**src/sv/vha_pkg.sv**
```systemverilog
// ----------------------------------------------------------------------------
// vha_pkg
// Shared types and fixed field widths of the voice handle allocator.
// ----------------------------------------------------------------------------
package vha_pkg;

  localparam int HANDLE_W     = 32;
  localparam int SLOT_FIELD_W = 8;
  localparam int HGEN_W       = HANDLE_W - SLOT_FIELD_W;
  localparam int PAYLOAD_W    = 32;
  localparam int KIND_W       = 3;
  localparam int ACTIVE_W     = 8;

  typedef enum logic [KIND_W-1:0] {
    KIND_PLAY    = 3'd0,
    KIND_STOP    = 3'd1,
    KIND_QUERY   = 3'd2,
    KIND_UPDATE  = 3'd3,
    KIND_RELEASE = 3'd4
  } kind_t;

  // Write strobes for the two slot stores.
  typedef struct packed {
    logic gen_we;
    logic pay_we;
  } mem_we_t;

endpackage

```
**src/sv/vha_req_if.sv**
```systemverilog
// ----------------------------------------------------------------------------
// vha_req_if
// Request channel: one beat carries one voice operation.
// ----------------------------------------------------------------------------
interface vha_req_if;
  logic        valid;
  logic        ready;
  logic [2:0]  kind;
  logic [31:0] handle;
  logic [7:0]  slot_index;
  logic [31:0] payload;
  logic        source_ready;

  modport source (output valid, kind, handle, slot_index, payload, source_ready,
                  input ready);
  modport sink (input valid, kind, handle, slot_index, payload, source_ready,
                output ready);
endinterface

```
**src/sv/vha_rsp_if.sv**
```systemverilog
// ----------------------------------------------------------------------------
// vha_rsp_if
// Response channel: one beat carries the result of one voice operation.
// ----------------------------------------------------------------------------
interface vha_rsp_if;
  logic        valid;
  logic        ready;
  logic [31:0] new_handle;
  logic        ok;
  logic [31:0] stored_payload;
  logic [7:0]  active_count;

  modport source (output valid, new_handle, ok, stored_payload, active_count,
                  input ready);
  modport sink (input valid, new_handle, ok, stored_payload, active_count,
                output ready);
endinterface

```
**src/sv/vha_free_find.sv**
```systemverilog
// ----------------------------------------------------------------------------
// vha_free_find
// Finds the lowest-numbered free slot in the used vector.
// ----------------------------------------------------------------------------
module vha_free_find #(
  parameter int VOICES = 32,
  parameter int IDX_W  = 5
) (
  input  logic [VOICES-1:0] used,
  output logic              found,
  output logic [IDX_W-1:0]  idx
);

  always_comb begin
    found = 1'b0;
    idx   = '0;
    // Walk downward so the lowest free slot wins.
    for (int i = VOICES - 1; i >= 0; i--) begin
      if (!used[i]) begin
        found = 1'b1;
        idx   = IDX_W'(i);
      end
    end
  end

endmodule

```
**src/sv/vha_slot_mem.sv**
```systemverilog
// ----------------------------------------------------------------------------
// vha_slot_mem
// Generation and payload stores of the voice slots, with registered read data.
// ----------------------------------------------------------------------------
module vha_slot_mem #(
  parameter int VOICES   = 32,
  parameter int GEN_BITS = 24,
  parameter int IDX_W    = 5
) (
  input  logic                  clk,
  input  logic                  rst,
  input  logic                  rd_en,
  input  logic [IDX_W-1:0]      rd_addr,
  input  vha_pkg::mem_we_t      we,
  input  logic [IDX_W-1:0]      wr_addr,
  input  logic [GEN_BITS-1:0]   gen_wdata,
  input  logic [31:0]           pay_wdata,
  output logic [GEN_BITS-1:0]   gen_rdata,
  output logic [31:0]           pay_rdata
);
  import vha_pkg::*;

  logic [GEN_BITS-1:0]  gen_mem [VOICES];
  logic [PAYLOAD_W-1:0] pay_mem [VOICES];
  logic [VOICES-1:0]    gen_valid;
  logic [GEN_BITS-1:0]  gen_q;
  logic                 gen_vld_q;

  // A generation entry never written since reset reads as zero.
  always_ff @(posedge clk) begin
    if (rst) begin
      gen_valid <= '0;
    end else if (we.gen_we) begin
      gen_valid[wr_addr] <= 1'b1;
    end
  end

  always_ff @(posedge clk) begin
    if (we.gen_we) begin
      gen_mem[wr_addr] <= gen_wdata;
    end
    if (rd_en) begin
      gen_q     <= gen_mem[rd_addr];
      gen_vld_q <= gen_valid[rd_addr];
    end
  end

  always_ff @(posedge clk) begin
    if (we.pay_we) begin
      pay_mem[wr_addr] <= pay_wdata;
    end
    if (rd_en) begin
      pay_rdata <= pay_mem[rd_addr];
    end
  end

  assign gen_rdata = gen_vld_q ? gen_q : '0;

endmodule

```
**src/sv/voice_handle_allocator.sv**
```systemverilog
// ----------------------------------------------------------------------------
// voice_handle_allocator
// Generational slot map of voice slots handed out through 32-bit handles.
// ----------------------------------------------------------------------------
// Flow: a request is accepted in the idle state, reading the slot stores;
// the execute state, which waits while the previous response is unclaimed,
// writes them back. No request is taken until the last one has executed.
// Reset clears the used marks, the active count and the generation valid
// bits at once; the block is ready for a request as soon as reset is released.
// ----------------------------------------------------------------------------
module voice_handle_allocator #(
  parameter int VOICES   = 32,
  parameter int GEN_BITS = 24
) (
  input  logic      clk,
  input  logic      rst,
  vha_req_if.sink   req,
  vha_rsp_if.source rsp
);
  import vha_pkg::*;

  localparam int IDX_W = (VOICES > 1) ? $clog2(VOICES) : 1;

  typedef enum logic [1:0] {
    ST_IDLE = 2'b01,
    ST_EXEC = 2'b10
  } state_t;

  state_t state;
  state_t state_next;

  // Used marks live in flip-flops: the free-slot search needs all of them.
  logic [VOICES-1:0]   used;
  logic [ACTIVE_W-1:0] count;

  // Request captured at accept.
  kind_t               kind_q;
  logic [HANDLE_W-1:0] handle_q;
  logic [31:0]         pay_q;
  logic                src_q;
  logic [IDX_W-1:0]    addr_q;
  logic                addr_ok_q;

  // Output register.
  logic                out_valid;
  logic [HANDLE_W-1:0] new_handle;
  logic                ok;
  logic [31:0]         stored_payload;

  logic                   accept;
  logic                   go;
  logic                   free_found;
  logic [IDX_W-1:0]       free_idx;
  logic [SLOT_FIELD_W-1:0] hslot;
  logic                   h_ok;
  logic                   s_ok;
  logic [IDX_W-1:0]       addr;
  logic                   addr_ok;
  logic [GEN_BITS-1:0]    gen_rd;
  logic [31:0]            pay_rd;
  logic                   live;
  mem_we_t                we;
  logic                   set_used;
  logic                   clr_used;
  logic                   res_ok;
  logic [HANDLE_W-1:0]    res_handle;
  logic [31:0]            res_payload;
  logic [SLOT_FIELD_W-1:0] slot_plus1;

  vha_free_find #(
    .VOICES (VOICES),
    .IDX_W  (IDX_W)
  ) u_free_find (
    .used  (used),
    .found (free_found),
    .idx   (free_idx)
  );

  // Slot addressed by the incoming beat. A handle names slot (low byte - 1);
  // a low byte of zero never names a slot.
  assign hslot = req.handle[SLOT_FIELD_W-1:0] - SLOT_FIELD_W'(1);
  assign h_ok  = (req.handle[SLOT_FIELD_W-1:0] != '0) &&
                 (hslot < SLOT_FIELD_W'(VOICES));
  assign s_ok  = req.slot_index < SLOT_FIELD_W'(VOICES);

  always_comb begin
    addr    = hslot[IDX_W-1:0];
    addr_ok = h_ok;
    unique case (kind_t'(req.kind))
      KIND_PLAY: begin
        addr    = free_idx;
        addr_ok = free_found;
      end
      KIND_RELEASE: begin
        addr    = req.slot_index[IDX_W-1:0];
        addr_ok = s_ok;
      end
      default: ;
    endcase
  end

  assign req.ready = (state == ST_IDLE);
  assign accept    = req.valid && req.ready;
  // The execute cycle waits while the previous result is still unclaimed.
  assign go        = (state == ST_EXEC) && (!out_valid || rsp.ready);

  vha_slot_mem #(
    .VOICES   (VOICES),
    .GEN_BITS (GEN_BITS),
    .IDX_W    (IDX_W)
  ) u_slot_mem (
    .clk       (clk),
    .rst       (rst),
    .rd_en     (accept),
    .rd_addr   (addr),
    .we        (we),
    .wr_addr   (addr_q),
    .gen_wdata (gen_rd + GEN_BITS'(1)),
    .pay_wdata (pay_q),
    .gen_rdata (gen_rd),
    .pay_rdata (pay_rd)
  );

  always_ff @(posedge clk) begin
    if (accept) begin
      kind_q    <= kind_t'(req.kind);
      handle_q  <= req.handle;
      pay_q     <= req.payload;
      src_q     <= req.source_ready;
      addr_q    <= addr;
      addr_ok_q <= addr_ok;
    end
  end

  // A handle is live when its slot is in use and its upper bits match the
  // stored generation exactly, including the bits above the generation width.
  assign live = addr_ok_q && used[addr_q] &&
                (handle_q[HANDLE_W-1:SLOT_FIELD_W] == HGEN_W'(gen_rd));

  assign slot_plus1 = SLOT_FIELD_W'(addr_q) + SLOT_FIELD_W'(1);

  always_comb begin
    we          = '0;
    set_used    = 1'b0;
    clr_used    = 1'b0;
    res_ok      = 1'b0;
    res_handle  = '0;
    res_payload = '0;
    unique case (kind_q)
      KIND_PLAY: begin
        if (src_q && addr_ok_q) begin
          set_used   = 1'b1;
          we.pay_we  = 1'b1;
          res_ok     = 1'b1;
          res_handle = {HGEN_W'(gen_rd), slot_plus1};
        end
      end
      KIND_STOP: begin
        if (live) begin
          clr_used  = 1'b1;
          we.gen_we = 1'b1;
          res_ok    = 1'b1;
        end
      end
      KIND_QUERY: begin
        if (live) begin
          res_ok      = 1'b1;
          res_payload = pay_rd;
        end
      end
      KIND_UPDATE: begin
        if (live) begin
          we.pay_we = 1'b1;
          res_ok    = 1'b1;
        end
      end
      KIND_RELEASE: begin
        if (addr_ok_q && used[addr_q]) begin
          clr_used  = 1'b1;
          we.gen_we = 1'b1;
          res_ok    = 1'b1;
        end
      end
      default: ;
    endcase
    if (!go) begin
      we       = '0;
      set_used = 1'b0;
      clr_used = 1'b0;
    end
  end

  always_comb begin
    state_next = state;
    unique case (state)
      ST_IDLE: if (accept) state_next = ST_EXEC;
      ST_EXEC: if (go) state_next = ST_IDLE;
      default: state_next = ST_IDLE;
    endcase
  end

  always_ff @(posedge clk) begin
    if (rst) begin
      state     <= ST_IDLE;
      used      <= '0;
      count     <= '0;
      out_valid <= 1'b0;
    end else begin
      state <= state_next;
      if (set_used) begin
        used[addr_q] <= 1'b1;
        count        <= count + ACTIVE_W'(1);
      end else if (clr_used) begin
        used[addr_q] <= 1'b0;
        count        <= count - ACTIVE_W'(1);
      end
      if (go) begin
        out_valid <= 1'b1;
      end else if (rsp.ready) begin
        out_valid <= 1'b0;
      end
    end
  end

  // The count reported is the one after this operation.
  always_ff @(posedge clk) begin
    if (go) begin
      new_handle         <= res_handle;
      ok                 <= res_ok;
      stored_payload     <= res_payload;
      rsp.active_count   <= set_used ? count + ACTIVE_W'(1) :
                            clr_used ? count - ACTIVE_W'(1) : count;
    end
  end

  assign rsp.valid          = out_valid;
  assign rsp.new_handle     = new_handle;
  assign rsp.ok             = ok;
  assign rsp.stored_payload = stored_payload;

endmodule
```
**src/flat_wrapper.sv**
```systemverilog
// flat-port wrapper written by rule: the top's interface ports become plain ports
module voice_handle_allocator_flat import vha_pkg::*;
#(
  parameter int VOICES   = 32,
  parameter int GEN_BITS = 24
)
  (clk, rst, req_valid, req_kind, req_handle, req_slot_index, req_payload, req_source_ready, req_ready, rsp_valid, rsp_new_handle, rsp_ok, rsp_stored_payload, rsp_active_count, rsp_ready);
  vha_req_if req_i ();
  vha_rsp_if rsp_i ();
  input  logic clk;
  input  logic rst;
  input wire logic [$bits(req_i.valid)-1:0] req_valid;
  input wire logic [$bits(req_i.kind)-1:0] req_kind;
  input wire logic [$bits(req_i.handle)-1:0] req_handle;
  input wire logic [$bits(req_i.slot_index)-1:0] req_slot_index;
  input wire logic [$bits(req_i.payload)-1:0] req_payload;
  input wire logic [$bits(req_i.source_ready)-1:0] req_source_ready;
  output wire logic [$bits(req_i.ready)-1:0] req_ready;
  output wire logic [$bits(rsp_i.valid)-1:0] rsp_valid;
  output wire logic [$bits(rsp_i.new_handle)-1:0] rsp_new_handle;
  output wire logic [$bits(rsp_i.ok)-1:0] rsp_ok;
  output wire logic [$bits(rsp_i.stored_payload)-1:0] rsp_stored_payload;
  output wire logic [$bits(rsp_i.active_count)-1:0] rsp_active_count;
  input wire logic [$bits(rsp_i.ready)-1:0] rsp_ready;
  assign req_i.valid = req_valid;
  assign req_i.kind = req_kind;
  assign req_i.handle = req_handle;
  assign req_i.slot_index = req_slot_index;
  assign req_i.payload = req_payload;
  assign req_i.source_ready = req_source_ready;
  assign req_ready = req_i.ready;
  assign rsp_valid = rsp_i.valid;
  assign rsp_new_handle = rsp_i.new_handle;
  assign rsp_ok = rsp_i.ok;
  assign rsp_stored_payload = rsp_i.stored_payload;
  assign rsp_active_count = rsp_i.active_count;
  assign rsp_i.ready = rsp_ready;
  voice_handle_allocator #(.VOICES(VOICES), .GEN_BITS(GEN_BITS)) u_core (.clk(clk), .rst(rst), .req(req_i), .rsp(rsp_i));
endmodule
```
**config.mk**
```make
export PLATFORM = sky130hd
export DESIGN_NAME = voice_handle_allocator_flat
export DESIGN_NICKNAME = d
export VERILOG_FILES = /design/src/sv/vha_pkg.sv /design/src/sv/vha_req_if.sv /design/src/sv/vha_rsp_if.sv /design/src/sv/vha_free_find.sv /design/src/sv/vha_slot_mem.sv /design/src/sv/voice_handle_allocator.sv /design/src/flat_wrapper.sv
export SDC_FILE = /design/constraint.sdc
export NUM_CORES = 2
export LEC_CHECK = 0
export BUFFER_PORTS_ARGS = -buffer_cell sky130_fd_sc_hd__buf_2
export CORE_MARGIN = 2
export CORE_UTILIZATION = 25
export CTS_CLUSTER_SIZE = 12
export DETAILED_ROUTE_END_ITERATION = 7
export SETUP_SLACK_MARGIN = 0.3
export SLEW_MARGIN = 30
export SYNTH_ARGS = -nofsm -noshare
export SYNTH_HDL_FRONTEND = slang
export SYNTH_HIERARCHICAL = 1
export SYNTH_SLANG_ARGS = --single-unit
```
**constraint.sdc**
```tcl
create_clock -name clk -period 12.3 [get_ports clk]
set_input_delay 2.46 -clock clk [delete_from_list [all_inputs] [get_ports clk]]
set_output_delay 2.46 -clock clk [all_outputs]
set_load 0.01 [all_outputs]
```
==> flow_summary.toml <==
[cts]
post_cts_buffers = 0
ctsHtreeMaxLevel = 4
cts_tree = "built"
cts_buffers = 204
cts_sinks = 2061
cts_resized = 0
clock_latency_ns = 0.86
ctsHoldBuffers = 0
root_buffer = "clkbuf_16"
cts.path.max_buffers = 4
clk_pin_slew_ns = 0.06

[global_routing]
grt.total_usage_pct = 12.7
antenna_found_initial = 11
grt_first_pass_wirelength_um = 312000
grt_start_max_net_pins = 141
grt_pass1_vias = 43900
overflow = 0

[placement]
portBuffers = 152
dpl.hpwl_um = 111000
dp_slack_ns = 5.30
routabilityCongestion = 0.808

[logic_synthesis]
ys_types = 63
synth_warnings = 6
synthAdderAreaFrac_pct = 0.123
synth_flop_cell = "edfxtp_1"
ys_ff_latch = 2061
yosys.area_share.simple_pct = 4.99
syn-cell-area_um2 = 81500
synth_edf_count = 1986
synth_mux_area_share_pct = 11.5
seq_area_frac_synth_pct = 75.0
synth-compound-area-share_pct = 5.29
synthCells = 4837
synth_top_family_by_area = "multiplexers"
ys_async_sr_fraction_pct = 0
synthXorXnorAreaFrac_pct = 0.559
postSynthAreaPerCell_um2 = 16.8

[die]
fp.dieH_um = 575
die_area_um2 = 331000
core_um2 = 324000
initial_core_util_pct = 25.1
die_width_um = 575
row_count = 209
pin_count = 155

[sta]
setup_violations = 0
finalSetupTns_ns = 0
clock_skew_ns = 0.0896
hold_viol_final = 0
tightestPinTransition_ns = 1.07
final_max_slew_viol_count = 0
maxSlewHeadroom_pct = 28.7
fmax_ghz = 0.151
fin_crit_sh_pct = 54.0
worst_slack_ns = 5.66
fin_crit_ns = 6.64
rsz0062_at_grt = "no"

[worst_setup_path]
crit_type = "reg -> reg"
required_ns = 12.78
cp_max_fo = 24
worst_ep_arrival_time_ns = 7.12
endpoint_kind = "flop"
startpoint_type = "flop"

[route]
first_pass_iters = 6
vias = 44700
routed_wl_um = 219000
via_per_inst = 4.73
wl_per_cell_um = 23.2
drtIter0Drc = 4676
ant_nets = 0
drc = 0

[layout]
final_cell_mix = "edfxtp_1 (1986), mux2i_1 (920), nand2_1 (247)"
area_delta_synth_final_pct = 14.8
final_common_cell = "edfxtp_1"
finalNetCount = 5140
drive_gt1_share_pct = 12.5

[power_and_ir_drop]
p_leak_nw = 30.7
ir_drop_mv = 0.106
pwr_density_cell_nw_per_um2 = 156

[flow_run]
drv_cap = 0

[outcome]
run_status = "complete, no violations"

[worst_hold_path]
hold_path.class = "reg -> reg"
[layer usage]
layer | global-route usage (%) | share of wire, %
met4 | 2.89 | 2.0
met1 | 18.1 | 44
met2 | 20.3 | 46
met5 | 0 | 0.0059
met3 | 2.12 | 7.3
[where the power goes]
group / total (mW) / internal, mW / switching (mW)
Sequential: 7.91 / 7.83 / 0.0756
Clock: 5.58 / 3.08 / 2.50
Combinational: 1.09 / 0.353 / 0.733
[state kept, by name, indices dropped and copies added, names as in the netlist, 24 cells and up, named ones only]
name	flops
u_core/handle_q	24
u_core/u_slot_mem/pay_rdata	32
u_core/pay_q	32
u_core/u_slot_mem/pay_mem	1024
u_core/u_slot_mem/gen_q	24
u_core/rsp.stored_payload	32
u_core/rsp.new_handle	30
u_core/u_slot_mem/gen_valid	32
u_core/u_slot_mem/gen_mem	768
[metrics by stage]
step | power [mW] | instance area [um2] | std cells | hold slack, ns | util (%)
6_report | 14.6 | 93500 | 9454 | 0.467 | 28.8
3_3_place_gp | 9.10 | 87400 | 9152 | 0.448 | 27.0
3_5_place_dp | 9.13 | 87600 | 9152 | 0.459 | 27.0
5_1_grt | 15.1 | 93500 | 9452 | 0.494 | 28.8
4_1_cts | 14.7 | 93200 | 9431 | 0.473 | 28.7
2_1_floorplan | 8.76 | 81500 | 4838 | 0.440 | -
[cell type report]
cell class                      count  area, um2
Fill cell                       32100     231000
Sequential cell                  2061      61100
Multi-Input combinational cell   2480      19300
Clock buffer                      260       5460
Tap cell                         4325       5410
Timing Repair Buffer              281       1960
Clock inverter                     19        133
Inverter                           24       90.1
Antenna cell                        4       10.0
[cell families after synthesis]
| logic type | count (synthesis) |
|---|---|
| compound gates | 639 |
| flops | 2061 |
| xor+xnor | 52 |
| fa+ha+maj | 8 |
| buf+inv | 297 |
| mux | 932 |
| simple gates | 847 |
| other cells | 1 |
[cells in the mapped netlist (all sizes together), types with 2 or more instances]
master	number	area share [%]
nor2	159	0.73
o31ai	21	0.19
nand2	248	1.1
nand4	20	0.15
xor2	28	0.30
a221oi	2	0.022
and3b	3	0.032
and4	5	0.054
xnor2	24	0.26
mux2i	921	11
and2	60	0.46
nor3b	3	0.040
edfxtp	1986	73
nor3	71	0.49
o21a	4	0.037
a311oi	2	0.022
mux4	6	0.17
o21ai	22	0.14
dfxtp	75	1.8
a21oi	221	1.4
nand2b	7	0.054
o41ai	2	0.054
mux2	5	0.069
or3	8	0.074
nor2b	6	0.046
nor4	8	0.069
or3b	4	0.043
a22oi	174	1.6
o2111ai	2	0.022
buf	189	2.0
and3	29	0.22
nand3b	11	0.10
a31oi	67	0.52
nand3	203	1.3
clkbuf	84	0.39
a22o	114	1.2
inv	24	0.11
ha	8	0.12
[path summary, 6_finish.rpt]
check	startpoint	to	slack [ns]	depth (start not counted)
worst max register to register	u_core/u_slot_mem/gen_vld_q	u_core/u_slot_mem/pay_mem[13][13]	5.66	13
worst min register to register	u_core/u_slot_mem/gen_valid[4]	u_core/u_slot_mem/gen_valid[4]	0.47	2
worst min-delay path	u_core/u_slot_mem/gen_valid[4]	u_core/u_slot_mem/gen_valid[4]	0.47	2
worst max-delay path	u_core/u_slot_mem/gen_vld_q	u_core/u_slot_mem/pay_mem[13][13]	5.66	13
[critical path, cell delays in order (launching register included)]
cell and delay [ns]:
edfxtp_1 0.32, buf_4 0.35, and2_1 0.54, xor2_1 0.14, nor4_1 0.34, buf_4 0.22
nand4_1 0.38, nor3_1 0.57, nand3_1 0.23, o21a_1 0.23, nor3_1 0.72, nand3b_1 0.81
nor2_4 0.85, buf_4 0.54
Note: power is estimated with default switching activity, not from simulation.
